==> config.mk <==
export PLATFORM = sky130hd
export DESIGN_NAME = bright_spot_cursor_tracker_unit
export DESIGN_NICKNAME = d
export VERILOG_FILES = /design/src/hw/rtl/bscur_pkg.sv /design/src/hw/rtl/bscur_luma.sv /design/src/hw/rtl/bscur_box.sv /design/src/hw/rtl/bscur_heading.sv /design/src/hw/rtl/bright_spot_cursor_tracker_unit.sv
export SDC_FILE = /design/constraint.sdc
export NUM_CORES = 1
export LEC_CHECK = 0
export CAP_MARGIN = 40
export CELL_PAD_IN_SITES_DETAIL_PLACEMENT = 0
export CELL_PAD_IN_SITES_GLOBAL_PLACEMENT = 1
export CORE_MARGIN = 8
export CORE_UTILIZATION = 32
export DETAILED_ROUTE_END_ITERATION = 6
export DONT_BUFFER_PORTS = 1
export PLACE_DENSITY = 0.64
export SLEW_MARGIN = 20
export SYNTH_ARGS = -nofsm -noshare
export SYNTH_HDL_FRONTEND = slang
export SYNTH_SLANG_ARGS = --single-unit
==> constraint.sdc <==
create_clock -name clock -period 9.9 [get_ports clock]
set_input_delay 0.495 -clock clock [delete_from_list [all_inputs] [get_ports clock]]
set_output_delay 0.495 -clock clock [all_outputs]
set_load 0.005 [all_outputs]
==> src/hw/rtl/bscur_pkg.sv <==
// shared types, constants and helpers for the bright spot cursor tracker
package bscur_pkg;

   localparam int FRAME_WIDTH  = 480;
   localparam int FRAME_HEIGHT = 272;

   localparam int OUT_W      = 9;
   localparam int CSR_DATA_W = 8;
   localparam int CSR_INDEX_W = 1;

   // coordinates must hold the frame size and the reset cursor
   localparam int COL_BITS = $clog2(FRAME_WIDTH);
   localparam int ROW_BITS = $clog2(FRAME_HEIGHT);
   localparam int DIM_BITS = (COL_BITS > ROW_BITS) ? COL_BITS : ROW_BITS;
   localparam int COORD_W  = (DIM_BITS > OUT_W) ? DIM_BITS : OUT_W;
   localparam int DIFF_W   = COORD_W + 2;

   typedef logic [COORD_W-1:0] coord_type;

   localparam coord_type COL_LAST = COORD_W'(FRAME_WIDTH - 1);
   localparam coord_type ROW_LAST = COORD_W'(FRAME_HEIGHT - 1);

   localparam coord_type CURSOR_X_RESET = COORD_W'(237);
   localparam coord_type CURSOR_Y_RESET = COORD_W'(50);

   localparam logic [CSR_DATA_W-1:0] THRESHOLD_RESET = CSR_DATA_W'(200);
   localparam logic [CSR_DATA_W-1:0] DEAD_ZONE_RESET = CSR_DATA_W'(4);

   // luma weights; 1000 * 255 fits in 18 bits
   localparam int LUMA_SUM_W = 18;
   localparam logic [LUMA_SUM_W-1:0] WEIGHT_R = LUMA_SUM_W'(299);
   localparam logic [LUMA_SUM_W-1:0] WEIGHT_G = LUMA_SUM_W'(587);
   localparam logic [LUMA_SUM_W-1:0] WEIGHT_B = LUMA_SUM_W'(114);
   localparam logic [LUMA_SUM_W-1:0] LUMA_DIV = LUMA_SUM_W'(1000);

   typedef enum logic [CSR_INDEX_W-1:0] {
      CSR_LUMA_THRESHOLD = 1'b0,
      CSR_DEAD_ZONE      = 1'b1
   } csr_index_type;

   typedef enum logic [3:0] {
      HEAD_NONE = 4'd0,
      HEAD_W    = 4'd1,
      HEAD_NW   = 4'd2,
      HEAD_N    = 4'd3,
      HEAD_NE   = 4'd4,
      HEAD_E    = 4'd5,
      HEAD_SE   = 4'd6,
      HEAD_S    = 4'd7,
      HEAD_SW   = 4'd8
   } heading_type;

   typedef enum logic [1:0] {
      AXIS_NONE = 2'd0,
      AXIS_NEG  = 2'd1,
      AXIS_POS  = 2'd2
   } axis_type;

   typedef struct packed {
      logic      found;
      coord_type min_col;
      coord_type min_row;
      coord_type max_col;
      coord_type max_row;
   } box_type;

   typedef struct packed {
      coord_type   cursor_x;
      coord_type   cursor_y;
      heading_type heading;
      box_type     box;
   } result_type;

   // x class picks the compass side, y class north or south
   function automatic heading_type heading_lookup(axis_type xc, axis_type yc);
      heading_type h;
      h = HEAD_NONE;
      unique case (xc)
         AXIS_NEG: begin
            unique case (yc)
               AXIS_NEG: h = HEAD_NW;
               AXIS_POS: h = HEAD_SW;
               default:  h = HEAD_W;
            endcase
         end
         AXIS_POS: begin
            unique case (yc)
               AXIS_NEG: h = HEAD_NE;
               AXIS_POS: h = HEAD_SE;
               default:  h = HEAD_E;
            endcase
         end
         default: begin
            unique case (yc)
               AXIS_NEG: h = HEAD_N;
               AXIS_POS: h = HEAD_S;
               default:  h = HEAD_NONE;
            endcase
         end
      endcase
      return h;
   endfunction

endpackage

==> src/hw/rtl/bscur_luma.sv <==
// luma threshold test of one pixel
module bscur_luma (
   input  logic [7:0]                          red,
   input  logic [7:0]                          green,
   input  logic [7:0]                          blue,
   input  logic [bscur_pkg::CSR_DATA_W-1:0]    threshold,
   output logic                                bright
);
   import bscur_pkg::*;

   logic [LUMA_SUM_W-1:0] sum;
   logic [LUMA_SUM_W-1:0] limit;

   // luma / 1000 > t  is the same as  sum >= 1000 * (t + 1)
   assign sum = WEIGHT_R * LUMA_SUM_W'(red) + WEIGHT_G * LUMA_SUM_W'(green)
              + WEIGHT_B * LUMA_SUM_W'(blue);
   assign limit = LUMA_DIV * (LUMA_SUM_W'(threshold) + LUMA_SUM_W'(1));
   assign bright = (sum >= limit);

endmodule

==> src/hw/rtl/bscur_box.sv <==
// raster position counters, bounding box accumulation and end-of-frame capture
module bscur_box (
   input  logic                clock,
   input  logic                reset,
   input  logic                pix_valid,
   input  logic                pix_eof,
   input  logic                pix_bright,
   input  logic                cap_take,
   output logic                pix_ready,
   output logic                cap_valid,
   output bscur_pkg::box_type  cap_box
);
   import bscur_pkg::*;

   coord_type col_ff, col_in;
   coord_type row_ff, row_in;
   box_type   box_ff, box_in;
   box_type   box_upd;
   logic      cap_valid_ff, cap_valid_in;
   box_type   cap_box_ff, cap_box_in;
   logic      fire;

   always_comb begin
      box_upd = box_ff;
      if (pix_bright) begin
         if (!box_ff.found) begin
            box_upd.found   = 1'b1;
            box_upd.min_col = col_ff;
            box_upd.max_col = col_ff;
            box_upd.min_row = row_ff;
            box_upd.max_row = row_ff;
         end else begin
            if (col_ff < box_ff.min_col) box_upd.min_col = col_ff;
            if (col_ff > box_ff.max_col) box_upd.max_col = col_ff;
            if (row_ff < box_ff.min_row) box_upd.min_row = row_ff;
            if (row_ff > box_ff.max_row) box_upd.max_row = row_ff;
         end
      end
   end

   // only a last pixel needs room in the capture register
   assign pix_ready = !pix_eof || !cap_valid_ff || cap_take;
   assign fire      = pix_valid && pix_ready;

   always_comb begin
      col_in       = col_ff;
      row_in       = row_ff;
      box_in       = box_ff;
      cap_valid_in = cap_valid_ff;
      cap_box_in   = cap_box_ff;
      if (cap_take) begin
         cap_valid_in = 1'b0;
      end
      if (fire) begin
         if (pix_eof) begin
            col_in       = '0;
            row_in       = '0;
            box_in       = '0;
            cap_valid_in = 1'b1;
            cap_box_in   = box_upd;
         end else begin
            box_in = box_upd;
            if (col_ff == COL_LAST) begin
               col_in = '0;
               row_in = (row_ff == ROW_LAST) ? '0 : row_ff + 1'b1;
            end else begin
               col_in = col_ff + 1'b1;
            end
         end
      end
   end

   always_ff @(posedge clock) begin
      if (reset) begin
         col_ff       <= '0;
         row_ff       <= '0;
         box_ff       <= '0;
         cap_valid_ff <= 1'b0;
      end else begin
         col_ff       <= col_in;
         row_ff       <= row_in;
         box_ff       <= box_in;
         cap_valid_ff <= cap_valid_in;
      end
   end

   always_ff @(posedge clock) begin
      cap_box_ff <= cap_box_in;
   end

   assign cap_valid = cap_valid_ff;
   assign cap_box   = cap_box_ff;

   a_cap_held: assert property (@(posedge clock) disable iff (reset)
      cap_valid_ff && !cap_take |=> cap_valid_ff && $stable(cap_box_ff))
      else $error("captured box lost or changed before being taken");

   a_box_order: assert property (@(posedge clock) disable iff (reset)
      box_ff.found |-> (box_ff.min_col <= box_ff.max_col) && (box_ff.min_row <= box_ff.max_row))
      else $error("bounding box corners out of order");

   a_box_empty: assert property (@(posedge clock) disable iff (reset)
      !box_ff.found |-> (box_ff == '0) && (col_ff <= COL_LAST) && (row_ff <= ROW_LAST))
      else $error("empty box not cleared or position out of frame");

endmodule

==> src/hw/rtl/bscur_heading.sv <==
// movement classification, cursor choice and result register
module bscur_heading (
   input  logic                               clock,
   input  logic                               reset,
   input  logic                               cap_valid,
   input  bscur_pkg::box_type                 cap_box,
   input  logic [bscur_pkg::CSR_DATA_W-1:0]   dead_zone,
   input  logic                               rsp_stall,
   output logic                               cap_take,
   output logic                               rsp_valid,
   output bscur_pkg::result_type              rsp_result
);
   import bscur_pkg::*;

   logic        rsp_valid_ff, rsp_valid_in;
   result_type  rsp_result_ff, rsp_result_in;
   coord_type   prev_x_ff, prev_x_in;
   coord_type   prev_y_ff, prev_y_in;
   heading_type last_head_ff, last_head_in;

   logic [COORD_W:0]          sum_x, sum_y;
   coord_type                 mid_x, mid_y;
   logic signed [DIFF_W-1:0]  diff_x, diff_y, span;
   axis_type                  class_x, class_y;
   heading_type               head;
   coord_type                 cur_x, cur_y;

   function automatic axis_type classify(logic signed [DIFF_W-1:0] d,
                                         logic signed [DIFF_W-1:0] s);
      axis_type c;
      // negative side wins when the dead zone is zero
      priority if (d <= -s) c = AXIS_NEG;
      else if (d >= s)      c = AXIS_POS;
      else                  c = AXIS_NONE;
      return c;
   endfunction

   assign cap_take = cap_valid && (!rsp_valid_ff || !rsp_stall);

   always_comb begin
      sum_x   = {1'b0, cap_box.min_col} + {1'b0, cap_box.max_col};
      sum_y   = {1'b0, cap_box.min_row} + {1'b0, cap_box.max_row};
      mid_x   = sum_x[COORD_W:1];
      mid_y   = sum_y[COORD_W:1];
      diff_x  = $signed({2'b00, mid_x}) - $signed({2'b00, prev_x_ff});
      diff_y  = $signed({2'b00, mid_y}) - $signed({2'b00, prev_y_ff});
      span    = $signed(DIFF_W'(dead_zone));
      class_x = classify(diff_x, span);
      class_y = classify(diff_y, span);
      head    = heading_lookup(class_x, class_y);
      unique case (head)
         HEAD_W:  begin cur_x = cap_box.min_col; cur_y = mid_y;           end
         HEAD_NW: begin cur_x = cap_box.min_col; cur_y = cap_box.min_row; end
         HEAD_N:  begin cur_x = mid_x;           cur_y = cap_box.min_row; end
         HEAD_NE: begin cur_x = cap_box.max_col; cur_y = cap_box.min_row; end
         HEAD_E:  begin cur_x = cap_box.max_col; cur_y = mid_y;           end
         HEAD_SE: begin cur_x = cap_box.max_col; cur_y = cap_box.max_row; end
         HEAD_S:  begin cur_x = mid_x;           cur_y = cap_box.max_row; end
         HEAD_SW: begin cur_x = cap_box.min_col; cur_y = cap_box.max_row; end
         default: begin cur_x = prev_x_ff;       cur_y = prev_y_ff;       end
      endcase
      // no bright pixel: keep the old cursor and repeat the old heading
      if (!cap_box.found) begin
         head  = last_head_ff;
         cur_x = prev_x_ff;
         cur_y = prev_y_ff;
      end
   end

   always_comb begin
      rsp_valid_in  = rsp_valid_ff && rsp_stall;
      rsp_result_in = rsp_result_ff;
      prev_x_in     = prev_x_ff;
      prev_y_in     = prev_y_ff;
      last_head_in  = last_head_ff;
      if (cap_take) begin
         rsp_valid_in           = 1'b1;
         rsp_result_in.cursor_x = cur_x;
         rsp_result_in.cursor_y = cur_y;
         rsp_result_in.heading  = head;
         rsp_result_in.box      = cap_box;
         prev_x_in              = cur_x;
         prev_y_in              = cur_y;
         last_head_in           = head;
      end
   end

   always_ff @(posedge clock) begin
      if (reset) begin
         rsp_valid_ff <= 1'b0;
         prev_x_ff    <= CURSOR_X_RESET;
         prev_y_ff    <= CURSOR_Y_RESET;
         last_head_ff <= HEAD_NONE;
      end else begin
         rsp_valid_ff <= rsp_valid_in;
         prev_x_ff    <= prev_x_in;
         prev_y_ff    <= prev_y_in;
         last_head_ff <= last_head_in;
      end
   end

   always_ff @(posedge clock) begin
      rsp_result_ff <= rsp_result_in;
   end

   assign rsp_valid  = rsp_valid_ff;
   assign rsp_result = rsp_result_ff;

   a_take_shows: assert property (@(posedge clock) disable iff (reset)
      cap_take |=> rsp_valid_ff && (rsp_result_ff.cursor_x == prev_x_ff)
                   && (rsp_result_ff.heading == last_head_ff))
      else $error("taken frame not shown or cursor history out of step");

   a_history_held: assert property (@(posedge clock) disable iff (reset)
      rsp_valid_ff && rsp_stall |=> $stable(prev_x_ff) && $stable(prev_y_ff))
      else $error("cursor history moved while a result was waiting");

endmodule

==> src/hw/rtl/bright_spot_cursor_tracker_unit.sv <==
// Bright spot cursor tracker: takes one RGB pixel per clock in raster order, keeps the
// bounding box of pixels whose luma exceeds the threshold and, on the pixel flagged
// end_of_frame, returns the box and a cursor picked from it by the direction of movement
// against the previous cursor. Throughput is one pixel per clock while req_stall is low,
// set by the pixel path (input register, box accumulator); the end-of-frame pixel moves
// on through the capture and result registers. Pixels keep flowing while a result waits;
// only an end-of-frame pixel is held back, and only while two earlier results are untaken.
module bright_spot_cursor_tracker_unit (
   input  logic                                 clock,
   input  logic                                 reset,
   input  logic                                 req_valid,
   output logic                                 req_stall,
   input  logic [7:0]                           req_red,
   input  logic [7:0]                           req_green,
   input  logic [7:0]                           req_blue,
   input  logic                                 req_end_of_frame,
   output logic                                 rsp_valid,
   input  logic                                 rsp_stall,
   output logic [bscur_pkg::OUT_W-1:0]          rsp_cursor_x,
   output logic [bscur_pkg::OUT_W-1:0]          rsp_cursor_y,
   output logic [3:0]                           rsp_heading,
   output logic                                 rsp_spot_found,
   output logic [bscur_pkg::OUT_W-1:0]          rsp_box_left,
   output logic [bscur_pkg::OUT_W-1:0]          rsp_box_top,
   output logic [bscur_pkg::OUT_W-1:0]          rsp_box_right,
   output logic [bscur_pkg::OUT_W-1:0]          rsp_box_bottom,
   input  logic                                 csr_write,
   input  logic [bscur_pkg::CSR_INDEX_W-1:0]    csr_index,
   input  logic [bscur_pkg::CSR_DATA_W-1:0]     csr_data
);
   import bscur_pkg::*;

   logic [CSR_DATA_W-1:0] threshold_ff, threshold_in;
   logic [CSR_DATA_W-1:0] dead_zone_ff, dead_zone_in;

   logic       pix_valid_ff, pix_valid_in;
   logic       pix_bright_ff, pix_bright_in;
   logic       pix_eof_ff, pix_eof_in;
   logic       req_bright;
   logic       pix_ready;
   logic       req_take;

   logic       cap_valid;
   box_type    cap_box;
   logic       cap_take;
   result_type rsp_result;

   always_comb begin
      threshold_in = threshold_ff;
      dead_zone_in = dead_zone_ff;
      if (csr_write) begin
         unique case (csr_index_type'(csr_index))
            CSR_LUMA_THRESHOLD: threshold_in = csr_data;
            CSR_DEAD_ZONE:      dead_zone_in = csr_data;
         endcase
      end
   end

   bscur_luma u_luma (
      .red       (req_red),
      .green     (req_green),
      .blue      (req_blue),
      .threshold (threshold_ff),
      .bright    (req_bright)
   );

   // input register holds the bright flag rather than the raw colour
   assign req_stall = pix_valid_ff && !pix_ready;
   assign req_take  = req_valid && !req_stall;

   always_comb begin
      pix_valid_in  = pix_valid_ff && !pix_ready;
      pix_bright_in = pix_bright_ff;
      pix_eof_in    = pix_eof_ff;
      if (req_take) begin
         pix_valid_in  = 1'b1;
         pix_bright_in = req_bright;
         pix_eof_in    = req_end_of_frame;
      end
   end

   always_ff @(posedge clock) begin
      if (reset) begin
         threshold_ff <= THRESHOLD_RESET;
         dead_zone_ff <= DEAD_ZONE_RESET;
         pix_valid_ff <= 1'b0;
      end else begin
         threshold_ff <= threshold_in;
         dead_zone_ff <= dead_zone_in;
         pix_valid_ff <= pix_valid_in;
      end
   end

   always_ff @(posedge clock) begin
      pix_bright_ff <= pix_bright_in;
      pix_eof_ff    <= pix_eof_in;
   end

   bscur_box u_box (
      .clock      (clock),
      .reset      (reset),
      .pix_valid  (pix_valid_ff),
      .pix_eof    (pix_eof_ff),
      .pix_bright (pix_bright_ff),
      .cap_take   (cap_take),
      .pix_ready  (pix_ready),
      .cap_valid  (cap_valid),
      .cap_box    (cap_box)
   );

   bscur_heading u_heading (
      .clock      (clock),
      .reset      (reset),
      .cap_valid  (cap_valid),
      .cap_box    (cap_box),
      .dead_zone  (dead_zone_ff),
      .rsp_stall  (rsp_stall),
      .cap_take   (cap_take),
      .rsp_valid  (rsp_valid),
      .rsp_result (rsp_result)
   );

   assign rsp_cursor_x   = rsp_result.cursor_x[OUT_W-1:0];
   assign rsp_cursor_y   = rsp_result.cursor_y[OUT_W-1:0];
   assign rsp_heading    = rsp_result.heading;
   assign rsp_spot_found = rsp_result.box.found;
   assign rsp_box_left   = rsp_result.box.min_col[OUT_W-1:0];
   assign rsp_box_top    = rsp_result.box.min_row[OUT_W-1:0];
   assign rsp_box_right  = rsp_result.box.max_col[OUT_W-1:0];
   assign rsp_box_bottom = rsp_result.box.max_row[OUT_W-1:0];

endmodule
Yosys cells after proc, flatten, opt, wreduce, memory -nomap -nowiden
Cells that the tools add are included.
{"block": "word_totals", "regBits": 194, "output_inout_bits": 61, "input_bits": 39, "word_cells": 123}
{"block": "op_classes", "bitwise": 1, "muxes": 30, "n_mul": 4, "n_eq_ne": 14, "add_sub_neg": 10, "reduce_logical": 25, "n_lt_le_gt_ge": 9}
{"cell": "$mux 9", "count": 11}
{"cell": "$mux 37", "count": 2}
{"cell": "$pmux 9 s3", "count": 2}
{"cell": "$mux 36", "count": 1}
{"cell": "$ge 11x9->1", "count": 2}
{"cell": "$le 11x11->1", "count": 2}
{"cell": "$add 9x9->10", "count": 2}
{"cell": "$sub 9x9->10", "count": 2}
{"cell": "$add 17x18->18", "count": 1}
{"cell": "$add 18x15->18", "count": 1}
{"cell": "$add 9x1->9 const B", "count": 2}
{"cell": "$eq 9x9->1 const B", "count": 2}
{"cell": "$ge 18x18->1", "count": 1}
{"cell": "$gt 9x9->1", "count": 2}
{"cell": "$lt 9x9->1", "count": 2}
{"cell": "$mul 10x8->18 const A", "count": 1}
{"cell": "$mul 7x18->15 const A", "count": 1}
{"cell": "$mul 9x8->17 const A", "count": 1}
{"cell": "$eq 4x3->1 const B", "count": 4}
{"cell": "$pmux 4 s2", "count": 2}
{"cell": "$mul 6x8->14 const A", "count": 1}
{"cell": "$reduce_or 3->1", "count": 4}
{"cell": "$neg 8->11", "count": 1}
{"cell": "$add 8x1->9 const B", "count": 1}
{"cell": "other kinds (17)", "count": 42}

Longest topological paths before layout
Gate-level depths: netlist (run 1).
{"block": "logic_depth", "ltp_word": 12, "depth_mapped": 32, "depth_no_buf": 32}

By module
Synthesis (run 1) repeated with hierarchy kept, for this count alone.
{"block": "hier_totals", "hier_cells": 1738, "area_unflattened_um2": 17172.7}
{"mod": "bscur_luma", "seq_area_each_um2": 0.0, "n_inst": 1, "cells_each": 640, "area_each_um2": 5878.1}
{"mod": "bscur_heading", "seq_area_each_um2": 2232.1, "n_inst": 1, "cells_each": 591, "area_each_um2": 5740.5}
{"mod": "bscur_box", "seq_area_each_um2": 2232.1, "n_inst": 1, "cells_each": 432, "area_each_um2": 4749.6}
{"mod": "bright_spot_cursor_tracker_unit", "seq_area_each_um2": 400.4, "n_inst": 1, "cells_each": 75, "area_each_um2": 804.5}

Least setup slack after synthesis (run 1)
Ideal clock, no wire load.
{"block": "synth_timing", "kind": "input-to-reg", "start": "input req_blue[0]", "end": "register pix_bright_ff (data pin)", "path_buffers": 0, "setup_slack_ns": 3.073, "t_required_ns": 9.636, "arrival_ns": 6.564, "stages": 30, "setup_time_ns": 0.264, "path_cell_list": "fa_1 -> inv_1 -> fa_1 -> inv_1 -> ha_1 -> ha_1 -> inv_1 -> fa_1 -> nor2b_1 -> o21ai_0 -> a21boi_0 -> nor2_1 -> ha_1 -> inv_1 -> fa_1 -> fa_1 -> inv_1 -> ha_1 -> and2_1 -> a31o_2 -> a41o_1 -> o31a_1 -> and2_1 -> o21ai_0 -> a211oi_1 -> ha_1 -> a21oi_1 -> o21ai_0 -> a211oi_1 -> o21ai_0"}
{"block": "synth_between", "elab_chain_cells": 3}
{"item": "start: declaration", "line_no": "bright_spot_cursor_tracker_unit.sv:15", "rtl": "input logic [7:0] req_blue,"}
{"item": "$mul 6x8->14", "line_no": "bscur_luma.sv:16", "rtl": "+ WEIGHT_B * LUMA_SUM_W'(blue);"}
{"item": "$add 18x15->18", "line_no": "bscur_luma.sv:16"}
{"item": "$ge 18x18->1", "line_no": "bscur_luma.sv:18", "rtl": "assign bright = (sum >= limit);"}
{"item": "via req_bright", "line_no": "bright_spot_cursor_tracker_unit.sv:39", "rtl": "logic req_bright;"}
{"item": "end signal: assignment", "line_no": "bright_spot_cursor_tracker_unit.sv:95", "rtl": "pix_bright_ff <= pix_bright_in;"}
{"item": "end: declaration", "line_no": "bright_spot_cursor_tracker_unit.sv:37", "rtl": "logic pix_bright_ff, pix_bright_in;"}
The timed path passes the listed nets, and every way through them passes these cells.
A chain may end at the register's enable or synchronous reset.

Final worst setup path (run 1)
Ends and elaborated chain as after synthesis.

==> results of run 1 <==
[worst reg2reg max path, delay by kind of cell (launching register included)]
| kind | cells | cell delay (ps) |
|---|---|---|
| XOR/XNOR | 1 | 230 |
| multiplexers | 1 | 380 |
| adder cells (fa/ha/maj) | 3 | 960 |
| flip-flops | 1 | 490 |
| AO/OA/AOI/OAI | 10 | 2760 |
| AND/OR/NAND/NOR | 3 | 330 |
| buffers and inverters | 4 | 670 |
[stage by stage]
step / power, mW / utilization [%] / std cells
3_5_place_dp: 4.16 / 33.8 / 2387
3_3_place_gp: 4.13 / 33.7 / 2382
6_report: 4.87 / 35.2 / 2420
2_1_floorplan: 3.48 / - / 1747
4_1_cts: 4.95 / 35.1 / 2419
5_1_grt: 5.45 / 35.2 / 2420
[power by group]
| part | leakage [nW] | internal [mW] | switching (mW) | total, mW |
|---|---|---|---|---|
| sequential | 1.74 | 0.868 | 0.0290 | 0.897 |
| clock | 0.317 | 0.381 | 0.380 | 0.761 |
| combinational | 5.92 | 1.47 | 1.75 | 3.22 |
| total | 7.97 | 2.72 | 2.16 | 4.87 |
[cell usage after synthesis (all sizes together) (34+ instances only)]
library cell    n
nand2         114
fa            101
a22o           35
ha            261
a21oi          83
inv           282
xnor2          50
edfxtp         98
clkbuf         34
dfxtp          96
nor2          106
o21ai          98
nand3          39
[flip-flops by register name, summed over array words and instances, names as in the netlist]
| register | flops |
|---|---|
| dead_zone_ff | 8 |
| u_heading.prev_y_ff | 9 |
| u_box.row_ff | 9 |
| u_box.cap_valid | 1 |
| pix_valid_ff | 1 |
| u_heading.rsp_valid | 1 |
| u_heading.prev_x_ff | 9 |
| u_heading.rsp_result | 59 |
| threshold_ff | 8 |
| u_box.col_ff | 9 |
| pix_eof_ff | 1 |
| u_heading.last_head_ff | 4 |
| pix_bright_ff | 1 |
| u_box.box_ff | 37 |
| u_box.cap_box | 37 |
[final cells by class]
cell class	count	area [µm²]
sequential	194	4860
tap	680	851
multi-input combinational	1223	10500
fill	5205	33300
clock buffer	17	425
clock inverter	15	231
timing repair buffer	9	108
inverter	282	1060
[kinds of logic after synthesis]
family | count (synthesis) | share of synthesized area, %
XOR/XNOR | 75 | 3.95
AO/OA/AOI/OAI | 366 | 14.6
adder cells (fa/ha/maj) | 362 | 31.8
multiplexers | 16 | 1.05
AND/OR/NAND/NOR | 404 | 11.7
flip-flops | 194 | 29.3
buffers and inverters | 330 | 7.66
[worst min-delay path by stage]
| stage | startpoint | to | slack [ps] | cells past startpoint |
|---|---|---|---|---|
| after floorplan | u_box.cap_box[36]$_DFFE_PP_ | u_heading.rsp_result[36]$_DFFE_PP_ | 420 | 0 |
| after global placement | dead_zone_ff[5]$_SDFFE_PP0P_ | dead_zone_ff[5]$_SDFFE_PP0P_ | 450 | 2 |
| after detailed placement | dead_zone_ff[5]$_SDFFE_PP0P_ | dead_zone_ff[5]$_SDFFE_PP0P_ | 450 | 2 |
| after CTS | reset | u_box.row_ff[0]$_SDFFE_PP0P_ | 100 | 1 |
| after global routing | reset | u_box.box_ff[8]$_SDFFE_PP0P_ | 90 | 1 |
| final | reset | u_box.row_ff[0]$_SDFFE_PP0P_ | 130 | 1 |
[per-layer routing]
metal | vias to the layer above | global-route usage, % | wire [µm] | part of all wire (%)
met5 | - | 0 | 0 | 0
met3 | 19 | 1.74 | 1410 | 3.5
met4 | 0 | 2.77 | 442 | 1.1
met2 | 169 | 21.6 | 18000 | 45
li1 | 6005 | - | - | -
met1 | 5644 | 19.0 | 20000 | 50
==> flow_metrics.env, run 1 <==
export IMPL_grt_antenna_before_repair=0
export IMPL_setup_viol=0
export IMPL_power_density_nw_per_um2=270
export IMPL_worstPathRequired_ps=10100
export IMPL_finalMaxSlewViolations=0
export IMPL_synth_seq_cells=194
export IMPL_yosys_warnings=0
export IMPL_holdCritPathClass="input port to register"
export IMPL_clockBufferDepth=2
export IMPL_crit_end="pix_bright_ff$_DFFE_PP_"
export IMPL_async_flop_share_pct=0
export IMPL_die_y_um=244
export IMPL_hold_slack_ps=131
export IMPL_post_dp_cell_area_um2=17400
export IMPL_crit_type="input port to register"
export IMPL_synth_area_per_cell_um2=9.52
export IMPL_layout_drive_gt1_share_pct=4.48
export IMPL_finalSetupTns_ps=0
export IMPL_die_area_um2=59500
export IMPL_first_pass_iters=5
export IMPL_detail_route_wl_per_cell_um=16.5
export IMPL_grt_overflow=0
export IMPL_cts_tree="built"
export IMPL_ff2ff_path_depth=22
export IMPL_drc=0
export IMPL_gp_congestion=0.836
export IMPL_first_iter_violations=590
export IMPL_syn_cell_area_um2=16600
export IMPL_numCtsBuffers=17
export IMPL_grtUsageTotal_pct=13.4
export IMPL_final_common_cell="inv_1"
export IMPL_vias_per_cell=4.89
export IMPL_grt_pass1_wl_mm=65.1
export IMPL_synth_edf_count=98
export IMPL_fin_ws_ps=3130
export IMPL_cp_start_kind="input port"
export IMPL_peakVddDrop_mv=0.291
export IMPL_synth_top_cells_by_area="ha_1 (20%), edfxtp_1 (18%), fa_1 (12%)"
export IMPL_drtAntennaViolNets=0
export IMPL_synthCells=1747
export IMPL_cap_viol_max_count=0
export IMPL_cp_end_kind="register"
export IMPL_crit_path_max_fanout=5
export IMPL_path_buf_inv=5
export IMPL_timing_final_crit_share_pct=68.3
export IMPL_slew_headroom_pct=44.3
export IMPL_clkTransAtPathRegs_ps=90
export IMPL_postRouteWirelength_mm=39.9
export IMPL_dp_hpwl_mm=32.3
export IMPL_cp_depth=30
export IMPL_skew_ps=14.7
export IMPL_htree_num_levels=4
export IMPL_layout_common_cells="inv_1 (282), ha_1 (261), nand2_1 (114)"
export IMPL_worst_slew_pin_slew_ps=833
export IMPL_root_buffer="clkbuf_16"
export IMPL_cts_resized=0
export IMPL_initial_utilization_pct=32.4
export IMPL_coreArea_um2=51300
export IMPL_dr_total_vias=11800
export IMPL_reg2reg_slack_ps=3810
export IMPL_final_design_area_no_fill_um2=18000
export IMPL_dominantRegCellSynth="edfxtp_1"
export IMPL_layout_nets=2128
export IMPL_crit_family="adder cells"
export IMPL_grt_start_max_net_pins=67
export IMPL_antenna_cells=0
export IMPL_cts_sinks=194
export IMPL_ioPinCount=100
export IMPL_synth_top_cell_area_share_pct=19.6
export IMPL_ys_seq_area_share_pct=29.3
export IMPL_holdBufCountCts=0
export IMPL_max_clock_freq_mhz=148
export IMPL_die_w_um=244
export IMPL_io_buffers=0
export IMPL_syn_nets=2148
export IMPL_fin_crit_ps=6770
export IMPL_grt_pass1_vias=12000
export IMPL_cts_setup_buffers=0
export IMPL_startpoint="req_blue[0]"
export IMPL_rr_startpoint="u_box.cap_box[27]$_DFFE_PP_"
export IMPL_cpPeakStageDelay_ps=540
export IMPL_status="completed"
export IMPL_ys_types=70
export IMPL_synth_largest_area_cell="ha_1"
export IMPL_dp_slack_ps=2670
export IMPL_cp_arrival_ps=6970
export IMPL_hold_viol_final=0
export IMPL_cpMaxStageDelayCell="fa_1"
export IMPL_area_growth_synth_to_final_pct=8.50
export IMPL_p_leak_nw=7.97
export IMPL_r2r_end="u_heading.rsp_result[45]$_DFFE_PP_"
export IMPL_rsz0062_at_grt="false"
export IMPL_num_rows=83
export IMPL_clock_latency_ps=450
(Power assumes the default switching activity.)
==> inputs of run 2 (changes only) <==
Clock period 9.9 ns to 6.38 ns, I/O delays scaled along.
==> run 2 against run 1 <==
Power grew 73%. Combinational power is 85% higher. Non-clock buffer count grew 35. Via count rose by 1.3%. Core utilization rose by 0.80 points. Register-to-register slack got worse by 3200 ps. Worst hold slack lost 110 ps. Design area up 2.3%. Critical path depth decreased by 2. First-iteration DRC count rose by 5.8%. Critical endpoint unchanged. Largest cell class unchanged.
==> flow_metrics.env, run 2 (synthesis gave the netlist of run 1 again) <==
export IMPL_status="completed"
export IMPL_final_design_area_no_fill_um2=18500
export IMPL_finalSetupTns_ps=0
export IMPL_rr_startpoint="u_box.cap_box[9]$_DFFE_PP_"
export IMPL_postRouteWirelength_mm=40.5
export IMPL_cp_start_kind="input port"
export IMPL_grtUsageTotal_pct=13.7
export IMPL_dp_slack_ps=-382
export IMPL_cts_sinks=194
export IMPL_crit_type="input port to register"
export IMPL_swShare_pct=42.8
export IMPL_largest_reg_flops=59
export IMPL_vias_per_cell=4.88
export IMPL_hold_start="csr_data[3]"
export IMPL_hold_slack_ps=16.6
export IMPL_coreArea_um2=51300
export IMPL_area_growth_synth_to_final_pct=11.0
export IMPL_final_common_cell="inv_1"
export IMPL_die_y_um=244
export IMPL_finalMaxSlewViolations=0
export IMPL_grt_start_max_net_pins=62
export IMPL_grt_pass1_wl_mm=66.7
export IMPL_fin_ws_ps=184
export IMPL_drtAntennaViolNets=0
export IMPL_clkTransAtPathRegs_ps=80
export IMPL_layout_common_cells="inv_1 (276), ha_1 (254), nand2_1 (114)"
export IMPL_antenna_cells=0
export IMPL_hold_viol_final=0
export IMPL_grt_pass1_vias=12200
export IMPL_dr_total_vias=12000
export IMPL_holdCritPathClass="input port to register"
export IMPL_hold_path_depth=2
export IMPL_internal_power_mw=4.84
export IMPL_layout_drive_gt1_share_pct=7.49
export IMPL_drc=0
export IMPL_ff2ff_path_depth=22
export IMPL_power_frac_comb_pct=70.6
export IMPL_grt_overflow=0
export IMPL_reg2reg_slack_ps=590
export IMPL_htree_num_levels=4
export IMPL_initial_utilization_pct=32.4
export IMPL_pwr_share_clk_pct=13.0
export IMPL_post_dp_cell_area_um2=17600
export IMPL_fin_crit_ps=6200
export IMPL_pwr_share_seq_pct=16.5
export IMPL_first_iter_violations=624
export IMPL_cp_end_kind="register"
export IMPL_skew_ps=12.4
export IMPL_power_density_nw_per_um2=458
export IMPL_io_buffers=0
export IMPL_numCtsBuffers=17
export IMPL_hold_end="threshold_ff[3]$_SDFFE_PP1P_"
export IMPL_cts_tree="built"
export IMPL_rsz0062_at_grt="true"
export IMPL_num_rows=83
export IMPL_cap_viol_max_count=0
export IMPL_grt_antenna_before_repair=0
export IMPL_r2r_end="u_heading.rsp_result[42]$_DFFE_PP_"
export IMPL_p_switching_mw=3.62
export IMPL_setup_viol=0
export IMPL_first_pass_iters=6
export IMPL_crit_path_max_fanout=3
export IMPL_layout_nets=2163
export IMPL_root_buffer="clkbuf_16"
export IMPL_detail_route_wl_per_cell_um=16.5
export IMPL_clockBufferDepth=2
export IMPL_max_clock_freq_mhz=161
export IMPL_n_fill_cell=5235
export IMPL_die_area_um2=59500
export IMPL_slew_headroom_pct=51.2
export IMPL_die_w_um=244
export IMPL_dp_hpwl_mm=32.5
export IMPL_timing_final_crit_share_pct=97.1
export IMPL_ioPinCount=100
export IMPL_worstPathRequired_ps=6580
export IMPL_worst_slew_pin_slew_ps=729
export IMPL_peakVddDrop_mv=0.580
export IMPL_gp_congestion=0.831
export IMPL_cp_arrival_ps=6400
export IMPL_p_leak_nw=8.15
export IMPL_clock_latency_ps=450
run 2: changes by cell type in the layout (fill, tap and decap cells not counted), sizes merged:
cell         delta
clkinv          +3
buf            +29
dlygate4sd3     +6
bufinv          -1
inv             -3
clkinvlp        +1
run 2: how the worst max path moves through the flow:
stage / slack (ps) / from / to
6_report: 180 / req_blue[2] / pix_bright_ff$_DFFE_PP_
5_1_grt: -80 / req_blue[2] / pix_bright_ff$_DFFE_PP_
4_1_cts: 70 / req_blue[0] / pix_bright_ff$_DFFE_PP_
3_5_place_dp: -380 / req_blue[0] / pix_bright_ff$_DFFE_PP_
3_3_place_gp: -280 / req_blue[0] / pix_bright_ff$_DFFE_PP_
2_1_floorplan: 10 / req_blue[0] / pix_bright_ff$_DFFE_PP_
run 2: critical path, cell delays in order:
cell	delay, ps
fa_1	540
inv_2	40
fa_1	510
inv_2	50
ha_4	260
ha_4	120
inv_2	30
fa_2	370
xnor2_2	160
ha_1	310
fa_1	510
inv_1	60
fa_2	350
fa_1	500
inv_2	50
ha_4	150
and2_4	150
a31o_4	200
a41o_1	230
o31a_1	290
and2_4	140
o21ai_2	140
a211oi_2	80
ha_1	330
a21oi_1	140
o21ai_1	110
o211ai_1	190
o21ai_1	80
run 2: power groups by stage:
| stage | combinational [mW] | sequential (mW) | clock [mW] |
|---|---|---|---|
| floorplan | 4.17 | 1.39 | 0 |
| global placement | 5.62 | 1.42 | 0 |
| global route | 6.88 | 1.40 | 1.16 |
| detailed placement | 5.68 | 1.42 | 0 |
| finish | 5.97 | 1.39 | 1.10 |
| CTS | 5.76 | 1.39 | 1.12 |
run 2: final cells by class:
cell class,count,area (µm²),share of cell area [%]
Inverter,282,1060,5.74
Clock buffer,17,425,2.31
Sequential cell,194,4860,26.4
Multi-Input combinational cell,1223,10600,57.7
Timing Repair Buffer,44,422,2.29
Clock inverter,15,185,1.00
Tap cell,680,851,4.61
run 2: metrics by stage:
stage,power [mW],util [%],instances
finish,8.45,36.0,2455
detailed placement,7.10,34.3,2411
CTS,8.27,35.6,2450
floorplan,5.56,-,1747
global placement,7.04,34.2,2408
global route,9.44,36.0,2455
run 2: routing by layer:
layer / up-vias / part of all wire [%] / GRT usage, %
li1: 6061 / - / -
met3: 34 / 3.2 / 2.07
met4: 0 / 1.3 / 2.75
met2: 172 / 45 / 21.8
met1: 5720 / 51 / 19.7
met5: - / 0 / 0
run 2: repair_timing:
item	CTS	global route
resized for setup	0	24
setup endpoints to repair	0	1
endpoints found under the hold margin	43	0
buffers inserted	0	2
hold buffers	7	0
